===== src/sv/cda_pkg.sv =====
// ----------------------------------------------------------------------------
// cda_pkg: shared types and constants
// Widths of the element parts, the per-element terms and the term queue.
// ----------------------------------------------------------------------------
package cda_pkg;

  localparam int IN_W    = 16;           // one Q1.15 part
  localparam int PROD_W  = 2 * IN_W;     // exact Q2.30 product
  localparam int TERM_W  = PROD_W + 1;   // sum or difference of two products
  localparam int OUT_W   = 48;           // result sums
  localparam int WIDE_W  = 64;           // sign-extension width before truncation
  localparam int Q_DEPTH = 4;
  localparam int Q_PTR_W = $clog2(Q_DEPTH);
  localparam int Q_CNT_W = $clog2(Q_DEPTH + 1);

  // One classified element: both conj(x)*y terms and the end-of-vector mark.
  typedef struct packed {
    logic signed [TERM_W-1:0] t_re;
    logic signed [TERM_W-1:0] t_im;
    logic                     last;
  } term_t;

  // Queue status seen by the front and back parts.
  typedef struct packed {
    logic full;
    logic empty;
  } q_stat_t;

endpackage


===== src/sv/cda_front.sv =====
// ----------------------------------------------------------------------------
// cda_front: input stage
// Accepts element pairs, registers the four products and forms both terms.
// ----------------------------------------------------------------------------
module cda_front (
  input  logic                               clk,
  input  logic                               rst_n,
  input  logic                               in_tvalid,
  output logic                               in_tready,
  input  logic signed [cda_pkg::IN_W-1:0]    x_real,
  input  logic signed [cda_pkg::IN_W-1:0]    x_imag,
  input  logic signed [cda_pkg::IN_W-1:0]    y_real,
  input  logic signed [cda_pkg::IN_W-1:0]    y_imag,
  input  logic                               final_element,
  input  cda_pkg::q_stat_t                   q_stat,
  output logic                               q_push,
  output cda_pkg::term_t                     q_wdata
);

  logic                                 p_valid_r, p_valid_nxt;
  logic signed [cda_pkg::PROD_W-1:0]    p_rr_r, p_ii_r, p_ri_r, p_ir_r;
  logic                                 p_last_r;

  // The product stage moves whenever it is empty or its item goes to the queue.
  assign in_tready   = !p_valid_r || !q_stat.full;
  assign q_push      = p_valid_r && !q_stat.full;
  assign p_valid_nxt = in_tready ? in_tvalid : p_valid_r;

  always_comb begin
    q_wdata.t_re = cda_pkg::TERM_W'(p_rr_r) + cda_pkg::TERM_W'(p_ii_r);
    q_wdata.t_im = cda_pkg::TERM_W'(p_ri_r) - cda_pkg::TERM_W'(p_ir_r);
    q_wdata.last = p_last_r;
  end

  always_ff @(posedge clk) begin
    if (!rst_n) begin
      p_valid_r <= 1'b0;
    end else begin
      p_valid_r <= p_valid_nxt;
    end
  end

  always_ff @(posedge clk) begin
    if (in_tready && in_tvalid) begin
      p_rr_r   <= x_real * y_real;
      p_ii_r   <= x_imag * y_imag;
      p_ri_r   <= x_real * y_imag;
      p_ir_r   <= x_imag * y_real;
      p_last_r <= final_element;
    end
  end

endmodule


===== src/sv/cda_queue.sv =====
// ----------------------------------------------------------------------------
// cda_queue: term queue
// Small register FIFO that decouples the product stage from the accumulators.
// ----------------------------------------------------------------------------
module cda_queue (
  input  logic              clk,
  input  logic              rst_n,
  input  logic              push,
  input  cda_pkg::term_t    wdata,
  input  logic              pop,
  output cda_pkg::term_t    rdata,
  output cda_pkg::q_stat_t  stat
);

  cda_pkg::term_t                 mem_r [cda_pkg::Q_DEPTH];
  logic [cda_pkg::Q_PTR_W-1:0]    wr_ptr_r, wr_ptr_nxt;
  logic [cda_pkg::Q_PTR_W-1:0]    rd_ptr_r, rd_ptr_nxt;
  logic [cda_pkg::Q_CNT_W-1:0]    count_r, count_nxt;

  assign stat.full  = (count_r == cda_pkg::Q_CNT_W'(cda_pkg::Q_DEPTH));
  assign stat.empty = (count_r == '0);
  assign rdata      = mem_r[rd_ptr_r];

  always_comb begin
    wr_ptr_nxt = push ? wr_ptr_r + 1'b1 : wr_ptr_r;
    rd_ptr_nxt = pop  ? rd_ptr_r + 1'b1 : rd_ptr_r;
    count_nxt  = count_r;
    if (push && !pop) begin
      count_nxt = count_r + 1'b1;
    end else if (pop && !push) begin
      count_nxt = count_r - 1'b1;
    end
  end

  always_ff @(posedge clk) begin
    if (!rst_n) begin
      wr_ptr_r <= '0;
      rd_ptr_r <= '0;
      count_r  <= '0;
    end else begin
      wr_ptr_r <= wr_ptr_nxt;
      rd_ptr_r <= rd_ptr_nxt;
      count_r  <= count_nxt;
    end
  end

  always_ff @(posedge clk) begin
    if (push) begin
      mem_r[wr_ptr_r] <= wdata;
    end
  end

endmodule


===== src/sv/cda_back.sv =====
// ----------------------------------------------------------------------------
// cda_back: accumulator stage
// Saturating accumulation of the terms and the result register.
// ----------------------------------------------------------------------------
module cda_back #(
  parameter int ACC_BITS = 48
) (
  input  logic                              clk,
  input  logic                              rst_n,
  input  cda_pkg::term_t                    q_rdata,
  input  cda_pkg::q_stat_t                  q_stat,
  output logic                              q_pop,
  output logic                              out_valid,
  input  logic                              out_ready,
  output logic signed [cda_pkg::OUT_W-1:0]  sum_real,
  output logic signed [cda_pkg::OUT_W-1:0]  sum_imag,
  output logic                              saturated
);

  localparam int SUM_W = ACC_BITS + 1;

  logic signed [ACC_BITS-1:0]        acc_re_r, acc_re_nxt;
  logic signed [ACC_BITS-1:0]        acc_im_r, acc_im_nxt;
  logic                              clip_r, clip_nxt;
  logic                              out_valid_r, out_valid_nxt;
  logic signed [cda_pkg::OUT_W-1:0]  out_re_r, out_im_r;
  logic                              out_sat_r;
  logic [ACC_BITS:0]                 add_re, add_im;
  logic signed [ACC_BITS-1:0]        new_re, new_im;
  logic                              new_clip;
  logic signed [cda_pkg::WIDE_W-1:0] wide_re, wide_im;
  logic                              emit;

  // Returns {clip, value}: the accumulator plus the term, clamped to the rails.
  function automatic logic [ACC_BITS:0] sat_add(
    input logic signed [ACC_BITS-1:0]         acc,
    input logic signed [cda_pkg::TERM_W-1:0]  term
  );
    logic signed [SUM_W-1:0] s;
    s = SUM_W'(acc) + SUM_W'(term);
    if (s[SUM_W-1] != s[SUM_W-2]) begin
      return {1'b1, s[SUM_W-1], {(ACC_BITS-1){~s[SUM_W-1]}}};
    end
    return {1'b0, s[ACC_BITS-1:0]};
  endfunction

  // A final element needs the result register free; other elements never wait.
  assign q_pop = !q_stat.empty && (!q_rdata.last || !out_valid_r || out_ready);
  assign emit  = q_pop && q_rdata.last;

  always_comb begin
    add_re   = sat_add(acc_re_r, q_rdata.t_re);
    add_im   = sat_add(acc_im_r, q_rdata.t_im);
    new_re   = add_re[ACC_BITS-1:0];
    new_im   = add_im[ACC_BITS-1:0];
    new_clip = clip_r | add_re[ACC_BITS] | add_im[ACC_BITS];
    wide_re  = cda_pkg::WIDE_W'(new_re);
    wide_im  = cda_pkg::WIDE_W'(new_im);

    acc_re_nxt = acc_re_r;
    acc_im_nxt = acc_im_r;
    clip_nxt   = clip_r;
    if (emit) begin
      acc_re_nxt = '0;
      acc_im_nxt = '0;
      clip_nxt   = 1'b0;
    end else if (q_pop) begin
      acc_re_nxt = new_re;
      acc_im_nxt = new_im;
      clip_nxt   = new_clip;
    end

    out_valid_nxt = out_valid_r;
    if (emit) begin
      out_valid_nxt = 1'b1;
    end else if (out_ready) begin
      out_valid_nxt = 1'b0;
    end
  end

  always_ff @(posedge clk) begin
    if (!rst_n) begin
      acc_re_r    <= '0;
      acc_im_r    <= '0;
      clip_r      <= 1'b0;
      out_valid_r <= 1'b0;
    end else begin
      acc_re_r    <= acc_re_nxt;
      acc_im_r    <= acc_im_nxt;
      clip_r      <= clip_nxt;
      out_valid_r <= out_valid_nxt;
    end
  end

  always_ff @(posedge clk) begin
    if (emit) begin
      out_re_r  <= wide_re[cda_pkg::OUT_W-1:0];
      out_im_r  <= wide_im[cda_pkg::OUT_W-1:0];
      out_sat_r <= new_clip;
    end
  end

  assign out_valid = out_valid_r;
  assign sum_real  = out_re_r;
  assign sum_imag  = out_im_r;
  assign saturated = out_sat_r;

endmodule


===== src/sv/complex_conj_dot_accumulator.sv =====
// ----------------------------------------------------------------------------
// complex_conj_dot_accumulator: streaming complex conjugate dot product
// Accumulates conj(x)*y over a vector in two saturating accumulators.
// ----------------------------------------------------------------------------
// Usage:
//   The input stream carries one element pair per transfer: x and y, each a
//   complex value with signed Q1.15 parts, and in_tlast on the last pair of
//   a vector. The real sum gathers xr*yr + xi*yi and the imaginary sum
//   gathers xr*yi - xi*yr, both exact per element and saturated only in the
//   ACC_BITS-wide accumulators. On the last pair one result transfer leaves
//   on the output stream: both sums as signed Q18.30 and, in out_tuser, a
//   flag that tells whether either accumulator clipped within the vector.
//   The accumulators then start over from zero.
//   Throughput is one element per cycle while in_tready is high. The last
//   element of a vector passes the product register and the term queue;
//   then the result register takes both sums and raises out_tvalid.
//   Reset (synchronous, rst_n low) clears the accumulators, the queue and the
//   result register. When the receiver stalls, the finished result waits in
//   the result register while the elements of the next vector keep being
//   accumulated; only the next last element waits, and once the four-entry
//   term queue fills, in_tready drops.
// ----------------------------------------------------------------------------
module complex_conj_dot_accumulator #(
  parameter int ACC_BITS = 48
) (
  input  logic        clk,
  input  logic        rst_n,
  input  logic        in_tvalid,
  output logic        in_tready,
  input  logic [63:0] in_tdata,   // x_real[15:0], x_imag[31:16], y_real[47:32], y_imag[63:48]
  input  logic        in_tlast,   // final_element
  output logic        out_tvalid,
  input  logic        out_tready,
  output logic [95:0] out_tdata,  // sum_real[47:0], sum_imag[95:48]
  output logic        out_tuser   // saturated
);

  cda_pkg::term_t                   q_wdata, q_rdata;
  cda_pkg::q_stat_t                 q_stat;
  logic                             q_push, q_pop;
  logic signed [cda_pkg::OUT_W-1:0] sum_real, sum_imag;

  // Front: accept the pair and form both per-element terms.
  cda_front u_front (
    .clk           (clk),
    .rst_n         (rst_n),
    .in_tvalid     (in_tvalid),
    .in_tready     (in_tready),
    .x_real        (in_tdata[15:0]),
    .x_imag        (in_tdata[31:16]),
    .y_real        (in_tdata[47:32]),
    .y_imag        (in_tdata[63:48]),
    .final_element (in_tlast),
    .q_stat        (q_stat),
    .q_push        (q_push),
    .q_wdata       (q_wdata)
  );

  // Queue between the product stage and the accumulators.
  cda_queue u_queue (
    .clk   (clk),
    .rst_n (rst_n),
    .push  (q_push),
    .wdata (q_wdata),
    .pop   (q_pop),
    .rdata (q_rdata),
    .stat  (q_stat)
  );

  // Back: saturating accumulation and the result register.
  cda_back #(
    .ACC_BITS (ACC_BITS)
  ) u_back (
    .clk       (clk),
    .rst_n     (rst_n),
    .q_rdata   (q_rdata),
    .q_stat    (q_stat),
    .q_pop     (q_pop),
    .out_valid (out_tvalid),
    .out_ready (out_tready),
    .sum_real  (sum_real),
    .sum_imag  (sum_imag),
    .saturated (out_tuser)
  );

  assign out_tdata = {sum_imag, sum_real};

  // The front never writes into a full queue.
  a_no_push_when_full : assert property (@(posedge clk) disable iff (!rst_n)
    q_push |-> !q_stat.full)
    else $error("term written into a full queue");

  // A result is only produced when the result register is free or draining.
  a_no_result_overwrite : assert property (@(posedge clk) disable iff (!rst_n)
    (q_pop && q_rdata.last && out_tvalid) |-> out_tready)
    else $error("pending result overwritten");

  // The back never pops an empty queue.
  a_no_pop_when_empty : assert property (@(posedge clk) disable iff (!rst_n)
    q_pop |-> !q_stat.empty)
    else $error("pop from an empty queue");

  // Reset leaves no result pending.
  a_reset_clears_output : assert property (@(posedge clk)
    !rst_n |=> !out_tvalid)
    else $error("result pending after reset");

endmodule

===== config.mk =====
export PLATFORM = sky130hd
export DESIGN_NAME = complex_conj_dot_accumulator
export DESIGN_NICKNAME = d
export VERILOG_FILES = /design/src/sv/cda_pkg.sv /design/src/sv/cda_front.sv /design/src/sv/cda_queue.sv /design/src/sv/cda_back.sv /design/src/sv/complex_conj_dot_accumulator.sv
export SDC_FILE = /design/constraint.sdc
export NUM_CORES = 2
export LEC_CHECK = 0
export BUFFER_PORTS_ARGS = -buffer_cell sky130_fd_sc_hd__buf_2
export CAP_MARGIN = 20
export CORE_MARGIN = 4
export CORE_UTILIZATION = 65
export DETAILED_ROUTE_END_ITERATION = 16
export HOLD_SLACK_MARGIN = 0.1
export PLACE_DENSITY = 0.82
export REMOVE_ABC_BUFFERS = 1
export SYNTH_ARGS = -nofsm -noshare
export SYNTH_HDL_FRONTEND = slang
export SYNTH_SLANG_ARGS = --single-unit

===== constraint.sdc =====
create_clock -name clk -period 12.8 [get_ports clk]
set_input_delay 0.64 -clock clk [delete_from_list [all_inputs] [get_ports clk]]
set_output_delay 0.64 -clock clk [all_outputs]
set_load 0.005 [all_outputs]

==> impl_metrics.py <==
metrics = {
    "run_status": {
        "status": "completed",
    },
    "synthesis": {
        "synth-adder-area-share_pct": 40.0,
        "synth.most_common_cell": "inv_1",
        "ys_top_cells_by_area": "fa_1 (31%), edfxtp_1 (22%), ha_1 (9.1%), inv_1 (6.9%), and2_1 (4.8%)",
        "synth-simple-area-share_pct": 12.7,
        "synthFlopType": "edfxtp_1",
        "syn_area_mm2": 0.0683,
        "yosys.area.top_type": "fa_1",
        "synth_async_sr_flop_share_pct": 0,
        "syn_area_per_cell_um2": 10.2,
        "synth-xor-area-share_pct": 3.64,
        "synth_common_cells": "inv_1 (1,252), fa_1 (1,053), nand2_1 (633)",
        "synth_warnings": 0,
        "yosysSeqAreaShare_pct": 24.9,
        "synth_compound_area_share_pct": 8.15,
        "synth_top_family_by_area": "adder cells",
        "synth_top_area_share_pct": 30.9,
        "synthMuxAreaShare_pct": 2.25,
        "synth_seq_cells": 602,
        "synthCells": 6707,
        "yosysUniqueCellTypes": 78,
        "synth_edf_count": 494,
    },
    "timing": {
        "max_clock_freq_ghz": 0.142,
        "final-max-slew-violation-count": 0,
        "layout_min_cycle_time_ns": 7.02,
        "max-slew-margin-rel_pct": 32.7,
        "rsz0062_at_grt": "false",
        "worst_pin_slew_ns": 1.01,
        "fin_worst_hold_slack_ns": 0.157,
        "fin_tns_setup_ns": 0,
        "skew_ns": 0.0607,
        "period_share_pct": 54.9,
        "hold_viol_final": 0,
        "setup-violations-final": 0,
    },
    "critical_path": {
        "slowest_delay_ns": 0.77,
        "critPathKind": "reg -> reg",
        "crit_family": "compound AO/OA/AOI/OAI gates",
        "startpoint_type": "flip-flop",
        "rr_endpoint": "u_back.acc_im_r[13]",
        "ff2ff_setup_slack_ns": 5.78,
        "path_buf_inv": 2,
        "critical_path_required_ns": 13.28,
        "crit_chain": "buf_4, mux4_2, ha_1, a21o_1, a21oi_1, o21ai_1, a311oi_4, o21ai_1, a211oi_1, nor3_1, nor2_1, o21ai_0, a21oi_1, xnor2_1, ha_1, inv_1, or2_2, o21ai_0, nor2_1, nor3_1",
        "endpoint_kind": "flip-flop",
        "r2r_cells": 20,
        "cp.depth": 20,
        "worstPathMaxFanout": 48,
        "cp-endpoint": "u_back.acc_im_r[13]",
        "slowest_stage": "dfxtp_4",
        "worst_ep_arrival_time_ns": 7.51,
    },
    "placement": {
        "io_buffers": 167,
        "dp_hpwl_um": 121000,
        "place_congestion": 0.921,
        "place_area_mm2": 0.0701,
    },
    "clock_tree": {
        "cts_tree": "yes",
        "clockBufferDepth": 3,
        "clk_pin_slew_ns": 0.06,
        "cts_resized": 0,
        "clk_latency_ns": 0.68,
        "htree_levels": 2,
        "ctsHoldBuffers": 0,
        "cts.sinks": 602,
        "cts_setup_buffers": 0,
        "cts_root_buffer": "clkbuf_16",
        "cts_buffers": 61,
    },
    "cells_and_area": {
        "drive_gt1_share_pct": 6.00,
        "final.fill_count": 7636,
        "fin_area_mm2": 0.0722,
        "fin_util_pct": 69.4,
        "nets": 8312,
        "area_growth_syn_to_layout_pct": 5.70,
    },
    "hold_path": {
        "hold_depth": 1,
        "hold_class": "in -> reg",
    },
    "routing": {
        "dr_total_vias": 47400,
        "firstDrtPassIters": 5,
        "drt_wl_total_um": 159000,
        "drt_first_iter_violations": 3411,
        "drc": 0,
        "avgRoutedWirePerCell_um": 19.6,
        "ant_nets": 0,
        "vias_per_cell": 5.83,
    },
    "floorplanning": {
        "fp.dieH_um": 332,
        "fp.coreArea_mm2": 0.104,
        "die_x_um": 332,
        "die-area_mm2": 0.110,
        "ioPinCount": 168,
        "initial_core_util_pct": 65.7,
        "row_count": 118,
    },
    "global_route": {
        "use_met3_pct": 4.17,
        "overflow": 0,
        "antenna_found_initial": 3,
        "grt-busiest-layer": "met2",
        "grt_max_degree": 79,
        "grt_pass1_vias": 50800,
        "grt_pass1_wl_um": 262000,
        "track_usage_pct": 29.5,
        "gr-usage-met2_pct": 49.8,
        "grt_use_met1_pct": 38.7,
    },
    "run": {
        "max_cap_violations": 0,
    },
}
sequential cells by signal (all words and copies together), names as in the netlist, 2 cells and up, named ones only:
signal	cells
u_queue.wr_ptr_r	2
u_back.acc_im_r	48
u_queue.mem_r	268
u_front.p_ir_r	32
u_front.p_rr_r	32
u_queue.count_r	3
u_front.p_ri_r	32
u_back.sum_imag	48
u_front.p_ii_r	32
u_back.sum_real	48
u_queue.rd_ptr_r	2
u_back.acc_re_r	48
cell usage in the layout (no fill, tap or decap), drive strengths merged, types with 13 or more instances in the layout:
master / count
inv: 1256
fa: 1053
nand2: 633
and2: 526
ha: 497
edfxtp: 494
nor2: 339
a21oi: 249
o21ai: 242
xnor2: 205
buf: 197
a21o: 125
dfxtp: 108
nor3: 80
xor2: 79
clkbuf: 78
mux4: 67
o21a: 51
nand2b: 45
nand3: 41
o21bai: 34
a31oi: 34
nor2b: 32
nand4: 30
clkinv: 28
a211oi: 25
and3: 22
or3: 13
worst register-to-register path: stages, from the launching register on:
cell and delay [ns]:
dfxtp_4 0.77, buf_4 0.69, mux4_2 0.70, ha_1 0.30, a21o_1 0.18, a21oi_1 0.28
o21ai_1 0.18, a311oi_4 0.40, o21ai_1 0.28, a211oi_1 0.38, nor3_1 0.11, nor2_1 0.18
o21ai_0 0.11, a21oi_1 0.26, xnor2_1 0.15, ha_1 0.26, inv_1 0.17, or2_2 0.73
o21ai_0 0.45, nor2_1 0.20, nor3_1 0.07
layout make-up:
class	count	area [um^2]	share of cell area (%)
Clock buffer	78	1650	2.29
Tap cell	1380	1730	2.39
Antenna cell	2	5.00	0.00693
Inverter	1255	4710	6.53
Sequential cell	602	17000	23.6
Multi-Input combinational cell	4576	45600	63.1
Timing Repair Buffer	197	1080	1.50
Clock inverter	38	437	0.605
metrics by stage:
stage,std cells,worst slack [ns]
after floorplan,6433,4.21
after global placement,8009,5.43
after detailed placement,8009,5.34
after CTS,8125,5.70
after global routing,8128,5.12
final,8128,5.78
how the worst min path moves through the flow:
stage                             from            endpoint  slack [ns]
finish                        in_tlast    u_front.p_last_r        0.16
CTS                           in_tlast    u_front.p_last_r        0.11
detailed placement  u_back.acc_re_r[0]  u_back.acc_re_r[0]        0.46
global placement    u_back.acc_im_r[0]  u_back.acc_im_r[0]        0.45
floorplan           u_back.acc_im_r[7]  u_back.acc_im_r[7]        0.44
global route                  in_tlast    u_front.p_last_r        0.13
cells by family (layout without fill, tap and decap cells):
group | count (synthesis) | after routing
buffers and inverters | 1529 | 1568
and+or+nand+nor | 1792 | 1792
xor gates and xnor gates | 284 | 284
AOI/OAI and AO/OA | 880 | 880
muxes | 70 | 70
other | 0 | 2
DFF | 602 | 602
adders and majority gates | 1550 | 1550
routing by layer:
metal | vias up | share of wire [%]
li1 | 21300 | -
met1 | 23800 | 40
met2 | 1937 | 48
met3 | 391 | 7.1
met4 | 2 | 4.7
met5 | - | 0.0082
Power is left out: the tool's default activity adds up to more than one toggle a clock period on the data nets, which glitch-free logic cannot reach.
